`config.mk`:
```
export PLATFORM = sky130hd
export DESIGN_NAME = apsp_relax
export DESIGN_NICKNAME = d
export VERILOG_FILES = /design/src/hw/rtl/assert_macros.svh /design/src/hw/rtl/apsp_relax.sv
export SDC_FILE = /design/constraint.sdc
export NUM_CORES = 1
export LEC_CHECK = 0
export BUFFER_PORTS_ARGS = -buffer_cell sky130_fd_sc_hd__buf_2
export CAP_MARGIN = 20
export CORE_AREA = 10 10 82 84
export DETAILED_ROUTE_END_ITERATION = 8
export DIE_AREA = 0 0 92 94
export GPL_ROUTABILITY_DRIVEN = 0
export MAX_ROUTING_LAYER = met4
export PLACE_DENSITY = 0.65
export SLEW_MARGIN = 20
export SYNTH_ARGS = -nofsm -noshare
export SYNTH_HDL_FRONTEND = slang
export SYNTH_SLANG_ARGS = --single-unit
```
`constraint.sdc`:
```
create_clock -name vclk -period 7.25
set_input_delay 0.725 -clock vclk [all_inputs]
set_output_delay 0.725 -clock vclk [all_outputs]
set_load 0.03 [all_outputs]
```
`src/hw/rtl/assert_macros.svh`:
```
// ----------------------------------------------------------------------------
// Assertion macros
// Shared concurrent assertion forms for the RTL; reset disables each check.
// ----------------------------------------------------------------------------
`ifndef ASSERT_MACROS_SVH
`define ASSERT_MACROS_SVH

// Check that prop holds in the same cycle as cond.
`define ASSERT_IMPLIES(name, clk, rst_n, cond, prop) \
    name: assert property (@(posedge clk) disable iff (!(rst_n)) (cond) |-> (prop)) \
        else $error("same-cycle implication failed");

// Check that prop holds in the cycle after cond.
`define ASSERT_NEXT(name, clk, rst_n, cond, prop) \
    name: assert property (@(posedge clk) disable iff (!(rst_n)) (cond) |=> (prop)) \
        else $error("next-cycle implication failed");

`endif

```
`src/hw/rtl/apsp_relax.sv`:
```
// ----------------------------------------------------------------------------
// apsp_relax
// Min-plus relaxation of one entry with a saturating path sum.
// ----------------------------------------------------------------------------
`default_nettype none

module apsp_relax #(
    parameter int DIST_BITS = 16
) (
    input  wire logic [DIST_BITS-1:0] i_dik,
    input  wire logic [DIST_BITS-1:0] i_dkj,
    input  wire logic [DIST_BITS-1:0] i_dij,
    input  wire logic [DIST_BITS-1:0] i_inf,
    output logic                      o_upd,
    output logic      [DIST_BITS-1:0] o_dist
);

    logic [DIST_BITS:0]   w_sum;
    logic [DIST_BITS-1:0] w_sat;

    assign w_sum  = {1'b0, i_dik} + {1'b0, i_dkj};
    // Clamp the sum to the no-path value.
    assign w_sat  = (w_sum > {1'b0, i_inf}) ? i_inf : w_sum[DIST_BITS-1:0];
    // Drop legs that are unreachable.
    assign o_upd  = (i_dkj < i_inf) && (w_sat < i_dij);
    assign o_dist = w_sat;

endmodule

`default_nettype wire

```
==> results.yml <==
run_status:
  status: "complete, no violations"
finish:
  mostFrequentLayoutCells: "buf_2 (81), ha_1 (62), inv_1 (35)"
  multi_input_area_mm2: 0.00186
  n_antenna_cell: 0
  final_common_cell: "buf_2"
  seq_cell_count: 0
  fillers: 551
  nets: 482
  syn_to_final_growth_pct: 24.4
  regArea_um2: 0
  drive_above_1_share_pct: 27.2
  clockBufferCount: 0
logic_synthesis:
  synth_top_family_by_area: "adder cells"
  synth_compound_area_share_pct: 26.8
  avgSynthCellArea_um2: 7.32
  synth_xor_area_share_pct: 5.26
  synthMuxAreaShare_pct: 3.00
  synth-simple-area-share_pct: 17.9
  synth_top_area_share_pct: 38.8
  synth_cell_types: 40
  synth_area_mm2: 0.00200
  synth_top_cell_by_area: "ha_1"
  synthAdderAreaFrac_pct: 39.8
  synthTopCellsByArea: "ha_1 (39%), inv_1 (6.6%), o21ai_0 (6.5%)"
  ys_seq_area_share_pct: 0
  synthesis.nets: 400
  yosys_warnings: 0
  synthCells: 273
global_route:
  globalRouteOverflowTotal: 0
  grt_pass1_vias: 2273
  grt_pass1_wl_mm: 10.1
  grt_max_degree: 22
  grt_usage_pct: 13.8
  antenna_found_initial: 0
min_path:
  min_path_type: "input port to primary output"
setup_path:
  endpoint_kind: "primary output"
  setup.worst_path.start_class: "input port"
  cp_slowest_stage_delay_ns: 0.44
  cp_num_buf_inv: 3
  worst_path_most_repeated_cell: "a21oi_1"
  arrival_ns: 5.87
  cp_top_family: "compound AO/OA/AOI/OAI gates"
  worstSetupPathType: "input port to primary output"
  critPathSlowestCell: "fa_1"
  crit_required_ns: 6.52
  path_max_fanout: 21
flow_run:
  cap_viol_max_count: 0
route:
  drc_errors: 0
  routed_wl_mm: 5.99
  num_vias: 2147
  final_antenna_net_count: 0
  drt-initial-drc-count: 104
  vias_per_cell: 5.08
  routedWlPerCell_um: 14.2
  dr.pass1.iters: 4
timing:
  tns_ns: 0
  fmax_mhz: 152
  period_needed_ns: 6.59
  timing.hold.ws_ns: 1.82
  slew_viol_final: 0
  worst_slew_pin_slew_ns: 0.440
  finalHoldViolations: 0
  rsz0062_at_grt: "false"
  setup_viol: 0
  post-route-period-util_pct: 91.0
  max-slew-margin-rel_pct: 70.3
  fin_ws_ns: 0.655
floorplanning:
  die_h_um: 94
  die_w_um: 92
  fp.coreArea_mm2: 0.00507
  initial_utilization_pct: 39.4
  boundaryPins: 81
  rows: 26
  dieArea_mm2: 0.00865
place:
  dpl.hpwl_mm: 5.64
  port_buffers: 81
  pre_cts_ws_ns: 0.699
power_and_ir_drop:
  p_per_area_mw_per_mm2: 149
  ir_drop_mv: 0.0607
  p_leak_nw: 1.37
clock_tree:
  cts_hold_buf: 0
  post_cts_buffers: 0
  post_cts_resized: 0
[area by class of cell]
type                       count  area share (%)
inverter                      35            5.28
timing repair buffer          82            16.6
multi-input combinational    236            74.6
tap                           70            3.52
[power breakdown]
part           switching (mW)  total (mW)  internal, mW
clock network               0           0             0
logic                   0.226       0.370         0.144
registers                   0           0             0
total                   0.226       0.370         0.144
[worst paths after layout]
path	from	to	slack, ns	cells past startpoint
max	i_dik[0]	o_upd	0.66	27
min	i_dij[0]	o_upd	1.82	4
[cells in the mapped netlist (3+ instances only)]
master    instances
ha_1             62
inv_1            35
o21ai_0          26
nand2_1          21
a21oi_1          20
nor2_1           17
xnor2_1          11
nor3_1            8
a211oi_1          7
a21o_1            7
nand3_1           6
nand4_1           6
mux2_2            4
nor2b_1           4
or3_1             4
a211oi_2          3
o21a_1            3
o21ai_1           3
[cell families after synthesis]
family / count (synthesis)
buffers and inverters: 37
AO/OA/AOI/OAI: 82
XOR/XNOR: 12
adder cells (fa/ha/maj): 63
AND/OR/NAND/NOR: 74
multiplexers: 5
[layer usage]
layer	wire, um	global-route usage, %	share of wire, %
met5	0	-	0
met4	0	0	0
met3	261	1.28	4.4
met2	2840	24.7	47
met1	2890	17.4	48
[per-stage QoR]
step                      total power [mW]  instance area (um^2)  util, %  instances
after global routing                 0.418                  2490     49.0        423
after global placement               0.369                  2490     49.0        423
after CTS                            0.375                  2490     49.0        423
after floorplan                      0.272                  2000        -        273
final                                0.370                  2490     49.0        423
after detailed placement             0.372                  2490     49.0        423
Power figures use the tool's default switching activity.
